**config.mk**
```make
export PLATFORM = sky130hd
export DESIGN_NAME = dh_front
export DESIGN_NICKNAME = d
export VERILOG_FILES = /design/src/hw/rtl/dh_pkg.sv /design/src/hw/rtl/dh_front.sv
export SDC_FILE = /design/constraint.sdc
export NUM_CORES = 2
export LEC_CHECK = 0
export BUFFER_PORTS_ARGS = -buffer_cell sky130_fd_sc_hd__buf_4
export CORE_MARGIN = 1.5
export CORE_UTILIZATION = 62
export CTS_CLUSTER_SIZE = 40
export DETAILED_ROUTE_END_ITERATION = 8
export PLACE_DENSITY = 0.84
export SETUP_SLACK_MARGIN = 0.15
export SYNTH_ARGS = -nofsm -noshare
export SYNTH_HDL_FRONTEND = slang
export SYNTH_SLANG_ARGS = --single-unit
```
**constraint.sdc**
```tcl
create_clock -name aclk -period 8.4 [get_ports aclk]
set_input_delay 0.42 -clock aclk [delete_from_list [all_inputs] [get_ports aclk]]
set_output_delay 0.42 -clock aclk [all_outputs]
set_load 0.005 [all_outputs]
```
**src/hw/rtl/dh_pkg.sv**
```systemverilog
// Shared types, constants and table builders for the screened Coulomb pair energy block.
// No dependencies; imported by every module of the block except dh_div.
package dh_pkg;

    localparam int EXP_DEPTH_DEFAULT = 256;
    localparam int QUEUE_DEPTH       = 4;
    localparam int INT_EXP_COUNT     = 32;
    localparam logic [46:0] MAG_LIMIT       = '1;
    localparam logic [31:0] PREFACTOR_RESET = 32'd29205800;

    typedef enum logic [1:0] {
        ST_OK        = 2'd0,
        ST_SAME_ATOM = 2'd1,
        ST_ZERO_DIST = 2'd2,
        ST_SATURATED = 2'd3
    } dh_status_t;

    typedef struct packed {
        dh_status_t  status;
        logic        zero_res;
        logic        neg;
        logic [30:0] qmag;
        logic [47:0] x;
        logic [31:0] r;
    } dh_item_t;

    // exp(-f) in Q1.31 for f in Q1.31, truncated Taylor series
    function automatic logic [31:0] exp_entry(input logic [63:0] f);
        logic [63:0] term;
        logic [63:0] sp;
        logic [63:0] sn;
        term = 64'd1 << 31;
        sp   = term;
        sn   = '0;
        for (int n = 1; n < 16; n++) begin
            term = ((term * f) >> 31) / 64'(n);
            if (n[0]) sn = sn + term;
            else sp = sp + term;
        end
        return (sp > sn) ? 32'(sp - sn) : 32'd0;
    endfunction

    // exp(-k) in Q1.31, rounded product chain
    function automatic logic [31:0] int_exp_entry(input int k);
        logic [63:0] e;
        logic [63:0] t;
        e = 64'd1 << 31;
        t = 64'(exp_entry(64'd1 << 31));
        for (int j = 1; j < INT_EXP_COUNT; j++) begin
            if (j <= k) e = (e * t + (64'd1 << 30)) >> 31;
        end
        return e[31:0];
    endfunction

endpackage

```
**src/hw/rtl/dh_front.sv**
```systemverilog
// Front end: accepts pairs, classifies special cases, forms |qa*qb| and kappa*r.
// Depends on dh_pkg.
module dh_front import dh_pkg::*; (
    input  logic         aclk,
    input  logic         aresetn,
    input  logic [31:0]  kappa,
    input  logic         s_tvalid,
    output logic         s_tready,
    input  logic [103:0] s_tdata,   // first_atom_index, second_atom_index, first_charge,
                                    // second_charge, pair_distance
    output logic         out_valid,
    input  logic         out_ready,
    output dh_item_t     out_item
);

    logic        valid_reg;
    dh_item_t    item_reg;
    dh_item_t    item_next;
    logic [19:0] ia;
    logic [19:0] ib;
    logic signed [15:0] qa;
    logic signed [15:0] qb;
    logic signed [31:0] qq;
    logic [31:0] r;
    logic [63:0] kr;

    assign ia = s_tdata[19:0];
    assign ib = s_tdata[39:20];
    assign qa = signed'(s_tdata[55:40]);
    assign qb = signed'(s_tdata[71:56]);
    assign r  = s_tdata[103:72];
    assign qq = qa * qb;
    assign kr = 64'(kappa) * 64'(r);

    always_comb begin
        item_next.neg  = qq[31];
        item_next.qmag = qq[31] ? 31'(-qq) : 31'(qq);
        item_next.x    = kr[63:16];
        item_next.r    = r;
        if (ia == ib) begin
            item_next.status = ST_SAME_ATOM;
        end else if (r == 32'd0) begin
            item_next.status = ST_ZERO_DIST;
        end else begin
            item_next.status = ST_OK;
        end
        item_next.zero_res = (ia == ib) || (r == 32'd0) || (qq == 32'sd0);
    end

    assign s_tready  = !valid_reg || out_ready;
    assign out_valid = valid_reg;
    assign out_item  = item_reg;

    always_ff @(posedge aclk) begin
        if (!aresetn) begin
            valid_reg <= 1'b0;
        end else if (s_tready) begin
            valid_reg <= s_tvalid;
        end
    end

    always_ff @(posedge aclk) begin
        if (s_tvalid && s_tready) begin
            item_reg <= item_next;
        end
    end

endmodule

```
==> results.cfg <==
[outcome]
status = complete, no violations

[global_routing]
grt_max_degree = 61
track_usage_pct = 34.1
grt_pass1_wl_mm = 204
grt_pass1_vias = 39000
antenna_found_initial = 4
grt_overflow_total = 0

[min_path]
hp-start = aresetn
hold_path.class = in -> reg
whs_endpoint = out_valid
hold_path_depth = 2

[place]
place_congestion = 0.932
dp.cells = 6115
port_buffers = 256
placed_area_sq_um = 50000
dp_hpwl_mm = 102

[floorplanning]
fp-row-count = 101
coreArea_sq_um = 75700
start_util_pct = 62.5
die_area_sq_um = 77900
die_w_um = 279
io_pins = 257
fp.dieH_um = 279

[synthesis]
netlist.area_leader.share_pct = 49.0
ys_ff_latch = 116
synthDistinctLibCells = 78
synth_top_family_by_area = adder cells
yosysSeqAreaShare_pct = 7.35
async_flop_share_pct = 0
synthMuxAreaShare_pct = 0
yosysTopAreaCell = fa_1
synth_edf_count = 115
synth-simple-area-share_pct = 15.8
synthCells = 5059
synth_warnings = 0
synthFlopType = edfxtp_1
synth_area_leaders = fa_1, inv_1, ha_1
netlist_area_sq_um = 47300
synth_area_per_cell_sq_um = 9.35
synth_xor_area_share_pct = 2.52
synth_compound_area_share_pct = 4.36
syn_nets = 6699
synth_fa_ha_area_share_pct = 58.1

[cts]
cts-root-buf = clkbuf_16
clockBufferDepth = 2
h-tree-depth = 4
cts_tree = done
clock-sinks = 116
insertion_delay_ns = 0.51
cts_inserted_buffers = 17
postCtsSetupRepairBufs = 0
clk_pin_slew_ns = 0.08

[sta]
tightest_slew_ns = 1.03
fmax_mhz = 124
final_hold_viol_count = 0
slew_headroom_pct = 30.3
min_period_ns = 8.06
rsz0062_at_grt = true
drv_slew = 0
setup_tns_ns = 0
post-route-period-util_pct = 95.9
clock_skew_ns = 0.0147
setup_violations = 0

[setup_path]
cp-end-kind = flip-flop
crit_required_ns = 8.75
path_class = in -> reg
regToRegStartpoint = out_valid
worst_path_most_repeated_cell = fa_1
cp-start-kind = primary input
critPathSlowestCell = fa_1
slowest_delay_ns = 0.60
worstPathArrival_ns = 8.41
cp_max_fo = 19
r2r_end = out_item[56]
r2r_slack_ns = 5.97
r2r_cells = 3

[final_layout]
area_delta_synth_final_pct = 7.06
drive_gt1_share_pct = 7.78
final_cells = 6149
post-route-util_pct = 66.9
finalNetCount = 6796
final_cell_area_sq_um = 50600

[drt]
vias = 35500
wire_per_inst_um = 20.3
avgViaCountPerCell = 5.77
drtIter0Drc = 2993
ant_nets = 0
wirelength_mm = 125
route.detailed.drc = 0
dr.pass1.iters = 6

[job]
max_cap_viol_count = 0
[worst max-delay path by stage]
stage                     start           end  slack (ns)  cells after the start
global route          kappa[12]  out_item[75]        0.15                     29
finish                kappa[15]  out_item[75]        0.34                     27
floorplan             kappa[16]  out_item[79]        0.84                     28
global placement    s_tdata[90]  out_item[75]        0.08                     28
CTS                   kappa[15]  out_item[75]        0.39                     29
detailed placement    kappa[15]  out_item[75]       -0.14                     29
[sequential cells by signal (all words and copies together) (netlist names)]
register,count
out_valid,1
out_item,115
[cells in the mapped netlist, types with 17 or more instances]
| master | n |
|---|---|
| inv_1 | 1209 |
| nor2_1 | 63 |
| a21oi_1 | 97 |
| o21ai_0 | 53 |
| nor3_1 | 17 |
| and2_1 | 568 |
| edfxtp_1 | 115 |
| xnor2_1 | 82 |
| fa_1 | 1157 |
| a21o_1 | 43 |
| nand3_1 | 30 |
| o21bai_1 | 19 |
| a31oi_1 | 18 |
| nand4_1 | 30 |
| xor2_1 | 52 |
| ha_1 | 343 |
| clkbuf_1 | 248 |
| nand2_1 | 754 |
[per-stage QoR]
stage                     hold slack, ns  setup slack (ns)
after floorplan                    0.519             0.844
after global placement             0.521            0.0761
after detailed placement           0.538            -0.138
after CTS                          0.144             0.393
after global routing               0.194             0.145
final                              0.174             0.342
[kinds of logic after synthesis]
family	count (synthesis)
and+or+nand+nor	1521
adders and majority gates	1500
buffers and inverters	1474
AOI/OAI and AO/OA	313
xor gates and xnor gates	135
DFF	116
[placed cells by master, fill, tap and decap left out, types with 3 or more instances in the layout]
cell and count:
inv_1 1209, fa_1 1157, nand2_1 754, and2_1 567
ha_1 343, buf_4 341, edfxtp_1 115, a21oi_1 97
xnor2_1 81, nor2_1 63, o21ai_0 52, xor2_1 52
a21o_1 43, nand4_1 30, nand3_1 30, o21bai_1 19
a31oi_1 17, nor3_1 17, clkbuf_16 17, nor4_1 13
nand2b_1 11, and3_1 8, inv_6 8, o21a_1 7
o31ai_1 7, o21ai_1 6, or3_1 5, a211oi_1 5
a41oi_1 4, nor2b_1 4, a21boi_0 4, a211o_1 4
o22ai_1 3, and4_1 3, o211ai_1 3, o2111ai_1 3
o221ai_1 3, o41ai_1 3
[per-layer routing]
metal | GRT usage [%] | up-vias | share of wire (%) | wire length (um)
li1 | - | 15000 | - | -
met1 | 43.1 | 18200 | 37 | 45700
met4 | 19.7 | 2 | 6.5 | 8050
met5 | 0 | - | 0.010 | 13
met3 | 5.61 | 452 | 8.3 | 10400
met2 | 55.7 | 1800 | 49 | 60500
[area by class of cell]
class / count / area (sq um)
multi-input cells: 3469 / 38200
fillers: 5644 / 25100
inverters: 1210 / 4540
flip-flops and latches: 116 / 3470
repair buffers: 342 / 2580
well taps: 978 / 1220
clock buffers: 17 / 425
clock inverters: 15 / 168
diodes: 2 / 5.00
[worst max-delay path, delay by kind of cell]
family,cells,cell delay [ns]
adders and majority gates,9,4.38
AOI/OAI and AO/OA,9,2.12
buffers and inverters,7,1.16
and+or+nand+nor,2,0.30
[what timing repair did]
| item | CTS | global route |
|---|---|---|
| hold buffers | 0 | 0 |
| resized for setup | 0 | 3 |
| endpoints found under the setup margin | 0 | 4 |
| endpoints found under the hold margin | 0 | 0 |
Power is not shown: default switching activity piles up to over one toggle a cycle in this logic, so the estimate is an artifact.
