`src/hw/rtl/dh_pkg.sv`:
```
// Shared types, constants and table builders for the screened Coulomb pair energy block.
// No dependencies; imported by every module of the block except dh_div.
package dh_pkg;

    localparam int EXP_DEPTH_DEFAULT = 256;
    localparam int QUEUE_DEPTH       = 4;
    localparam int INT_EXP_COUNT     = 32;
    localparam logic [46:0] MAG_LIMIT       = '1;
    localparam logic [31:0] PREFACTOR_RESET = 32'd29205800;

    typedef enum logic [1:0] {
        ST_OK        = 2'd0,
        ST_SAME_ATOM = 2'd1,
        ST_ZERO_DIST = 2'd2,
        ST_SATURATED = 2'd3
    } dh_status_t;

    typedef struct packed {
        dh_status_t  status;
        logic        zero_res;
        logic        neg;
        logic [30:0] qmag;
        logic [47:0] x;
        logic [31:0] r;
    } dh_item_t;

    // exp(-f) in Q1.31 for f in Q1.31, truncated Taylor series
    function automatic logic [31:0] exp_entry(input logic [63:0] f);
        logic [63:0] term;
        logic [63:0] sp;
        logic [63:0] sn;
        term = 64'd1 << 31;
        sp   = term;
        sn   = '0;
        for (int n = 1; n < 16; n++) begin
            term = ((term * f) >> 31) / 64'(n);
            if (n[0]) sn = sn + term;
            else sp = sp + term;
        end
        return (sp > sn) ? 32'(sp - sn) : 32'd0;
    endfunction

    // exp(-k) in Q1.31, rounded product chain
    function automatic logic [31:0] int_exp_entry(input int k);
        logic [63:0] e;
        logic [63:0] t;
        e = 64'd1 << 31;
        t = 64'(exp_entry(64'd1 << 31));
        for (int j = 1; j < INT_EXP_COUNT; j++) begin
            if (j <= k) e = (e * t + (64'd1 << 30)) >> 31;
        end
        return e[31:0];
    endfunction

endpackage

```
`src/hw/rtl/dh_fifo.sv`:
```
// Short word queue between front and back end.
// Depends on dh_pkg.
module dh_fifo import dh_pkg::*; (
    input  logic     aclk,
    input  logic     aresetn,
    input  logic     in_valid,
    output logic     in_ready,
    input  dh_item_t in_item,
    output logic     out_valid,
    input  logic     out_ready,
    output dh_item_t out_item
);

    localparam int PW = $clog2(QUEUE_DEPTH);
    localparam int CW = $clog2(QUEUE_DEPTH + 1);
    localparam logic [PW-1:0] PTR_LAST = PW'(QUEUE_DEPTH - 1);
    localparam logic [CW-1:0] CNT_FULL = CW'(QUEUE_DEPTH);

    dh_item_t      mem_reg [QUEUE_DEPTH];
    logic [PW-1:0] wr_ptr_reg;
    logic [PW-1:0] wr_ptr_next;
    logic [PW-1:0] rd_ptr_reg;
    logic [PW-1:0] rd_ptr_next;
    logic [CW-1:0] count_reg;
    logic [CW-1:0] count_next;
    logic          push;
    logic          pop;

    assign in_ready  = count_reg != CNT_FULL;
    assign out_valid = count_reg != '0;
    assign out_item  = mem_reg[rd_ptr_reg];
    assign push      = in_valid && in_ready;
    assign pop       = out_valid && out_ready;

    always_comb begin
        wr_ptr_next = push ? ((wr_ptr_reg == PTR_LAST) ? '0 : wr_ptr_reg + 1'b1) : wr_ptr_reg;
        rd_ptr_next = pop ? ((rd_ptr_reg == PTR_LAST) ? '0 : rd_ptr_reg + 1'b1) : rd_ptr_reg;
        count_next  = count_reg + CW'(push) - CW'(pop);
    end

    always_ff @(posedge aclk) begin
        if (!aresetn) begin
            wr_ptr_reg <= '0;
            rd_ptr_reg <= '0;
            count_reg  <= '0;
        end else begin
            wr_ptr_reg <= wr_ptr_next;
            rd_ptr_reg <= rd_ptr_next;
            count_reg  <= count_next;
        end
    end

    always_ff @(posedge aclk) begin
        if (push) begin
            mem_reg[wr_ptr_reg] <= in_item;
        end
    end

`ifndef ASSERT_OFF
    a_count_bound: assert property (@(posedge aclk) disable iff (!aresetn)
        count_reg <= CNT_FULL)
        else $error("queue count beyond depth");
    a_count_track: assert property (@(posedge aclk) disable iff (!aresetn)
        (push && !pop) |=> (count_reg == $past(count_reg) + 1'b1))
        else $error("queue count lost a push");
`endif

endmodule

```
`config.mk`:
```
export PLATFORM = sky130hd
export DESIGN_NAME = dh_fifo
export DESIGN_NICKNAME = d
export VERILOG_FILES = /design/src/hw/rtl/dh_pkg.sv /design/src/hw/rtl/dh_fifo.sv
export SDC_FILE = /design/constraint.sdc
export NUM_CORES = 1
export LEC_CHECK = 0
export BUFFER_PORTS_ARGS = -buffer_cell sky130_fd_sc_hd__buf_2
export CAP_MARGIN = 20
export CORE_MARGIN = 3
export CORE_UTILIZATION = 35
export CTS_CLUSTER_DIAMETER = 80
export CTS_CLUSTER_SIZE = 20
export DETAILED_ROUTE_END_ITERATION = 10
export PLACE_DENSITY_LB_ADDON = 0.05
export SLEW_MARGIN = 30
export SYNTH_ARGS = -nofsm -noshare
export SYNTH_HDL_FRONTEND = slang
export SYNTH_SLANG_ARGS = --single-unit
```
`constraint.sdc`:
```
create_clock -name aclk -period 3.6 [get_ports aclk]
set_input_delay 0 -clock aclk [delete_from_list [all_inputs] [get_ports aclk]]
set_output_delay 0 -clock aclk [all_outputs]
set_load 0.01 [all_outputs]
```
==> results of run 1 <==
-- repair_timing --
item                                   in CTS  in global routing
hold buffers                              120                  0
endpoints found under the hold margin     469                  0
resized for setup                           0                  0
-- cells by family after synthesis --
kind of cell,Yosys count,share of synthesized area (%)
XOR/XNOR,2,0.1027
multiplexers,116,15.24
buffers and inverters,34,1.195
flip-flops,469,82.02
adder cells (fa/ha/maj),8,0.6307
AO/OA/AOI/OAI,4,0.1320
AND/OR/NAND/NOR,20,0.6821
-- power breakdown --
part	switching (uW)	internal (uW)	total [uW]
registers	218	6600	6820
clock network	1730	1630	3350
logic	1590	1480	3070
total	3530	9710	13200
-- worst reg2reg max path, stage by stage, from the launching register on --
cell,delay [ns]
dfxtp_1,0.37
or3b_1,0.52
and2_4,0.22
inv_1,0.05
ha_1,0.22
inv_1,0.06
ha_1,0.15
inv_1,0.05
fa_1,0.40
xnor2_1,0.15
xnor2_1,0.13
and2_1,0.15
-- path summary, 6_finish.rpt --
kind	cells after the start	end	start
setup / recovery	11	count_reg[2]	count_reg[1]
hold / removal	2	mem_reg[1][27]	in_item[27]
setup reg to reg	11	count_reg[2]	count_reg[1]
hold reg to reg	2	wr_ptr_reg[1]	wr_ptr_reg[1]
-- placed cells by master, fill, tap and decap left out, drive strengths merged, types with 3 or more instances in the layout --
| master | netlist | routed |
|---|---|---|
| buf | 21 | 247 |
| nand2 | 5 | 5 |
| clkbuf | 7 | 46 |
| dlygate4sd3 | 0 | 120 |
| ha | 7 | 7 |
| edfxtp | 460 | 460 |
| and2 | 3 | 3 |
| mux4 | 115 | 115 |
| dfxtp | 9 | 9 |
| o21ai | 3 | 3 |
| and3 | 4 | 4 |
| inv | 6 | 10 |
-- routing by layer --
layer | GRT usage [%] | wire, um
met5 | 0 | 21
met4 | 3.239 | 647
met3 | 2.680 | 1972
met2 | 24.14 | 18230
met1 | 18.03 | 15040
-- metrics by stage --
| step | instance area, sq um | total power, uW |
|---|---|---|
| final | 21150 | 13250 |
| after global routing | 21150 | 13940 |
| after CTS | 21150 | 13530 |
| after detailed placement | 19060 | 10030 |
| after global placement | 19060 | 9954 |
| after floorplan | 17060 | 8777 |
-- final cells by class --
class | count | area (sq um)
Clock inverter | 7 | 86.33
Inverter | 6 | 22.52
Multi-Input combinational cell | 150 | 2879
Sequential cell | 469 | 14000
Fill cell | 4118 | 26790
Timing Repair Buffer | 367 | 2592
Clock buffer | 46 | 799.5
Antenna cell | 1 | 2.502
Tap cell | 615 | 769.5
==> run summary, run 1 <==
P&R area growth vs syn: 23.98%
CTS Buffer Depth: 3
DRC: 0
Max-slew violation count: 0
Avg WL per Cell: 21.62 um
VDD IR-drop max: 0.0003255 V
RSZ-0062 raised after global routing: no
Share of cells above drive strength 1: 38.95%
H-tree level count: 1
Clock skew: 0.01749 ns
CTS tree: built
Critical-path top delay cell: or3b_1
Slew headroom: 46.21%
Post-synthesis cell area: 17060 sq um
Drt pass-1 iters: 4
Endpoints failing setup: 0
Worst slack at placement: 1.027 ns
Worst-Margin Slew: 0.8069 ns
Critical-path maximum fanout: 7
Routed wire length: 35.91 mm
Clk Latency, worst-skew pair: 0.57 ns
Max_cap viols: 0
Initial DRC Count: 471
Row cnt: 80
Status: finished clean
Largest area contributor in the netlist: edfxtp_1
Remaining global-route overflow: 0
Synthesized Nets: 780
Post-detail-place hpwl: 21.13 mm
Netlist cell types: 24
Worst-path clk slew: 0.09 ns
IO Port Bufs: 235
Min-delay worst type: primary input to flip-flop
Sequential area share after synthesis: 82.02%
Area share of the largest cell type after synthesis: 80.96%
Final critical-path share of the clock period: 71.90%
Critical path, cell by cell: or3b_1 -> and2_4 -> inv_1 -> ha_1 -> inv_1 -> ha_1 -> inv_1 -> fa_1 -> xnor2_1 -> xnor2_1 -> and2_1
Final worst setup slack: 1.012 ns
TNS Setup: 0 ns
R2R Setup Slk: 1.01 ns
Post-Layout Cell Count: 1661
Hold WS: 0.1734 ns
Core Area: 47950 sq um
Syn avg cell area: 26.13 sq um
Final #Nets: 1150
Max incr delay on CP: 0.52 ns
CP dominant cell by count: inv_1
Pin count of the biggest net entering global routing: 63
DR vias: 7982
Post-CTS Setup Inserts: 0
Fmax: 0.3864 GHz
Data arrival, critical path: 3.06 ns
Crit-path leading delay family: simple AND/OR/NAND/NOR gates
Minimum clock period: 2.588 ns
Num ports: 236
Yosys warnings: 0
Number of synthesized register bits: 469
Vias in the first global route: 8894
Clock sink count: 469
Post-synthesis instance total: 653
Via/cell ratio: 4.806
Placed cell count: 1487
Max FFs per register: 460
Top cells by area, synth: edfxtp_1, mux4_2, dfxtp_1
Gp weighted congestion: 0.6777
Fin. Hold Viols: 0
Setup crit start kind: flip-flop
EDFF count, synth: 460
GRT Total Usage: 13.85%
First-pass GRT wire length: 53.69 mm
Worst setup EP type: flip-flop
Critical path class: flip-flop to flip-flop
Most instantiated library cell after synthesis: edfxtp_1
Fin util: 44.12%
Critical path required time: 4.07 ns
Die X: 226.8 um
Power Density: 626.2 nW/um^2
DIE AREA: 51430 sq um
Count of buffer and inverter cells on the critical path: 3
Num CTS Buffers: 29
CTS root buf: clkbuf_16
Initial antenna violation count: 2
Synth top cells by count: edfxtp_1, mux4_2, buf_2
Synth Flop Type: edfxtp_1
Async S/R FF share, synth: 0%
Initial core utilization: 35.58%
Post-DRT Antenna Nets: 0
Pleak: 0.006990 uW
Die Y: 226.8 um
No activity file was read; power rests on OpenSTA's default activity.
==> run 2: changes to the inputs <==
--- a/config.mk
+++ b/config.mk
@@ -5,6 +5,7 @@
 export SDC_FILE = /design/constraint.sdc
 export NUM_CORES = 1
 export LEC_CHECK = 0
+export ABC_AREA = 1
 export BUFFER_PORTS_ARGS = -buffer_cell sky130_fd_sc_hd__buf_2
 export CAP_MARGIN = 20
 export CORE_MARGIN = 3
==> constraint.sdc (replaced) <==
create_clock -name aclk -period 2.2 [get_ports aclk]
set_input_delay 0 -clock aclk [delete_from_list [all_inputs] [get_ports aclk]]
set_output_delay 0 -clock aclk [all_outputs]
set_load 0.01 [all_outputs]
==> run summary, run 2 <==
Status: finished clean (unchanged)
Most instantiated library cell after synthesis: edfxtp_1 (unchanged)
Drt pass-1 iters: 5 (was 4)
Post-synthesis cell area: 17530 sq um (was 17060 sq um)
Number of synthesized register bits: 469 (unchanged)
Worst-Margin Slew: 0.5810 ns (was 0.8069 ns)
Critical path class: flip-flop to primary output (was flip-flop to flip-flop)
Power Density: 1104 nW/um^2 (was 626.2 nW/um^2)
Synth top cells by count: edfxtp_1, nor2_1, o21ai_0 (was edfxtp_1, mux4_2, buf_2)
Commonest non-fill, non-tap cell in the layout: edfxtp_1 (unchanged)
IO Port Bufs: 235 (unchanged)
Final worst setup slack: 0.09915 ns (was 1.012 ns)
Endpoints failing setup: 0 (unchanged)
Top cells by area, synth: edfxtp_1, nor2_1, o22ai_1 (was edfxtp_1, mux4_2, dfxtp_1)
Routed wire length: 42.62 mm (was 35.91 mm)
CTS root buf: clkbuf_16 (unchanged)
P&R area growth vs syn: 25.63% (was 23.98%)
DIE AREA: 52790 sq um (was 51430 sq um)
Initial DRC Count: 514 (was 471)
GRT Total Usage: 15.91% (was 13.85%)
CTS tree: built (unchanged)
Num ports: 236 (unchanged)
Hold WS: 0.1628 ns (was 0.1734 ns)
Critical-path maximum fanout: 86 (was 7)
Yosys warnings: 0 (unchanged)
Syn avg cell area: 14.86 sq um (was 26.13 sq um)
Max_cap viols: 0 (unchanged)
Final critical-path share of the clock period: 95.49%
First-pass GRT wire length: 65.96 mm (was 53.69 mm)
Async S/R FF share, synth: 0% (unchanged)
Pleak: 0.007656 uW (was 0.006990 uW)
Vias in the first global route: 10830 (was 8894)
Post-detail-place hpwl: 24.96 mm (was 21.13 mm)
Minimum clock period: 2.101 ns
Post-synthesis instance total: 1179 (was 653)
DR vias: 10640 (was 7982)
Largest area contributor in the netlist: edfxtp_1 (unchanged)
Post-DRT Antenna Nets: 0 (unchanged)
Pin count of the biggest net entering global routing: 87 (was 63)
Share of cells above drive strength 1: 21.69% (was 38.95%)
Critical path required time: 2.20 ns (was 4.07 ns)
Max-slew violation count: 0 (unchanged)
Worst setup EP type: primary output (was flip-flop)
Core Area: 49150 sq um (was 47950 sq um)
Row cnt: 81 (was 80)
Initial antenna violation count: 2 (unchanged)
RSZ-0062 raised after global routing: yes (was no)
Sequential Area: 14010 sq um (was 14000 sq um)
Sequential area share after synthesis: 79.85% (was 82.02%)
Data arrival, critical path: 2.10 ns (was 3.06 ns)
Max FFs per register: 460 (unchanged)
Fmax: 0.4760 GHz
Worst slack at placement: 0.2850 ns (was 1.027 ns)
FILL cells: 4557 (was 4118)
Clk Latency, worst-skew pair: 0.58 ns (was 0.57 ns)
Most frequent cells in the layout: edfxtp_1, nor2_1, buf_2 (was edfxtp_1, buf_2, dlygate4sd3_1)
Netlist cell types: 20 (was 24)
VDD IR-drop max: 0.0006450 V (was 0.0003255 V)
Num CTS Buffers: 31 (was 29)
Die Y: 229.8 um (was 226.8 um)
Area share of the largest cell type after synthesis: 78.82% (was 80.96%)
Gp weighted congestion: 0.7253 (was 0.6777)
DRC: 0 (unchanged)
Final #Nets: 1663 (was 1150)
H-tree level count: 1 (unchanged)
Worst-path clk slew: 0.09 ns (about the same)
Via/cell ratio: 4.788 (was 4.806)
Setup crit start kind: flip-flop (unchanged)
Multi-input gate area: 3059 sq um (was 2879 sq um)
CTS Buffer Depth: 3 (unchanged)
EDFF count, synth: 460 (unchanged)
Clock sink count: 469 (unchanged)
TNS Setup: 0 ns (unchanged)
Avg WL per Cell: 19.17 um (was 21.62 um)
Synth Flop Type: edfxtp_1 (unchanged)
Fin. Hold Viols: 0 (unchanged)
Min-delay worst type: primary input to flip-flop (unchanged)
Synthesized Nets: 1306 (was 780)
Remaining global-route overflow: 0 (unchanged)
Power, Total: 24310 uW (was 13250 uW)
Initial core utilization: 35.65% (was 35.58%)
Worst Reg2Reg Path Length in Cells: 10 (was 11)
Die X: 229.8 um (was 226.8 um)
Slew headroom: 61.17% (was 46.21%)
Hold Path Stages: 2 (unchanged)
Clock skew: 0.01400 ns (was 0.01749 ns)
run 2: cell types whose count changed in the layout (fill, tap and decap cells not counted), moves of 12 or more:
| cell | before | now |
|---|---|---|
| buf_4 | 2 | 17 |
| mux4_2 | 115 | 0 |
| o21ai_1 | 1 | 94 |
| o22ai_1 | 0 | 114 |
| nor2_1 | 2 | 236 |
| o21ai_0 | 2 | 137 |
| buf_12 | 10 | 22 |
run 2: area by class of cell:
class	instances	area share, %
well taps	664	3.773
repair buffers	398	13.91
diodes	1	0.01137
multi-input cells	618	13.89
clock inverters	16	0.7672
flip-flops and latches	469	63.61
inverters	18	0.3751
clock buffers	39	3.660
run 2: cell families after synthesis:
| kind of cell | share of synthesized area, % |
|---|---|
| buffers and inverters | 3.084 |
| adders and majority gates | 0.6140 |
| and+or+nand+nor | 5.554 |
| DFF | 79.85 |
| AOI/OAI and AO/OA | 10.90 |
run 2: power by group:
group | leakage, uW | switching (uW) | total, uW | internal [uW]
clock network | 0.000465 | 2970 | 5850 | 2880
registers | 0.00429 | 305 | 11200 | 10900
logic | 0.00290 | 4640 | 7270 | 2630
total | 0.00766 | 7920 | 24300 | 16400
run 2: stage by stage:
stage	instance area, sq um	util [%]	cells
after global placement	19780	40.25	2046
after floorplan	17590	-	1179
after global routing	22010	44.79	2222
after CTS	21990	44.73	2222
after detailed placement	19780	40.25	2046
final	22020	44.79	2223
run 2: final timing paths:
path,startpoint,slack [ns],endpoint
max,flip-flop,0.1,out_item[95]
min,in_item[41],0.16,mem_reg[0][41]
max reg2reg,count_reg[1],0.28,count_reg[2]
min reg2reg,rd_ptr_reg[1],0.52,flip-flop
run 2: routing by layer:
layer	routed length, um	vias to the layer above	GRT usage [%]
met5	13	-	0
met4	557	2	2.786
met1	19560	5280	21.80
li1	-	5153	-
met2	20320	165	26.66
met3	2165	43	3.283
run 2: critical path: stages (launching register included):
cell,delay [ns]
dfxtp_4,0.51
buf_16,0.31
o21ai_0,0.16
o22ai_1,0.25
buf_2,0.19
run 2: what timing repair did:
action | in CTS | in global routing
endpoints found under the hold margin | 475 | 0
hold buffers | 118 | 0
gates resized for setup | 3 | 4
endpoints found under the setup margin | 43 | 5
setup buffers | 3 | 0
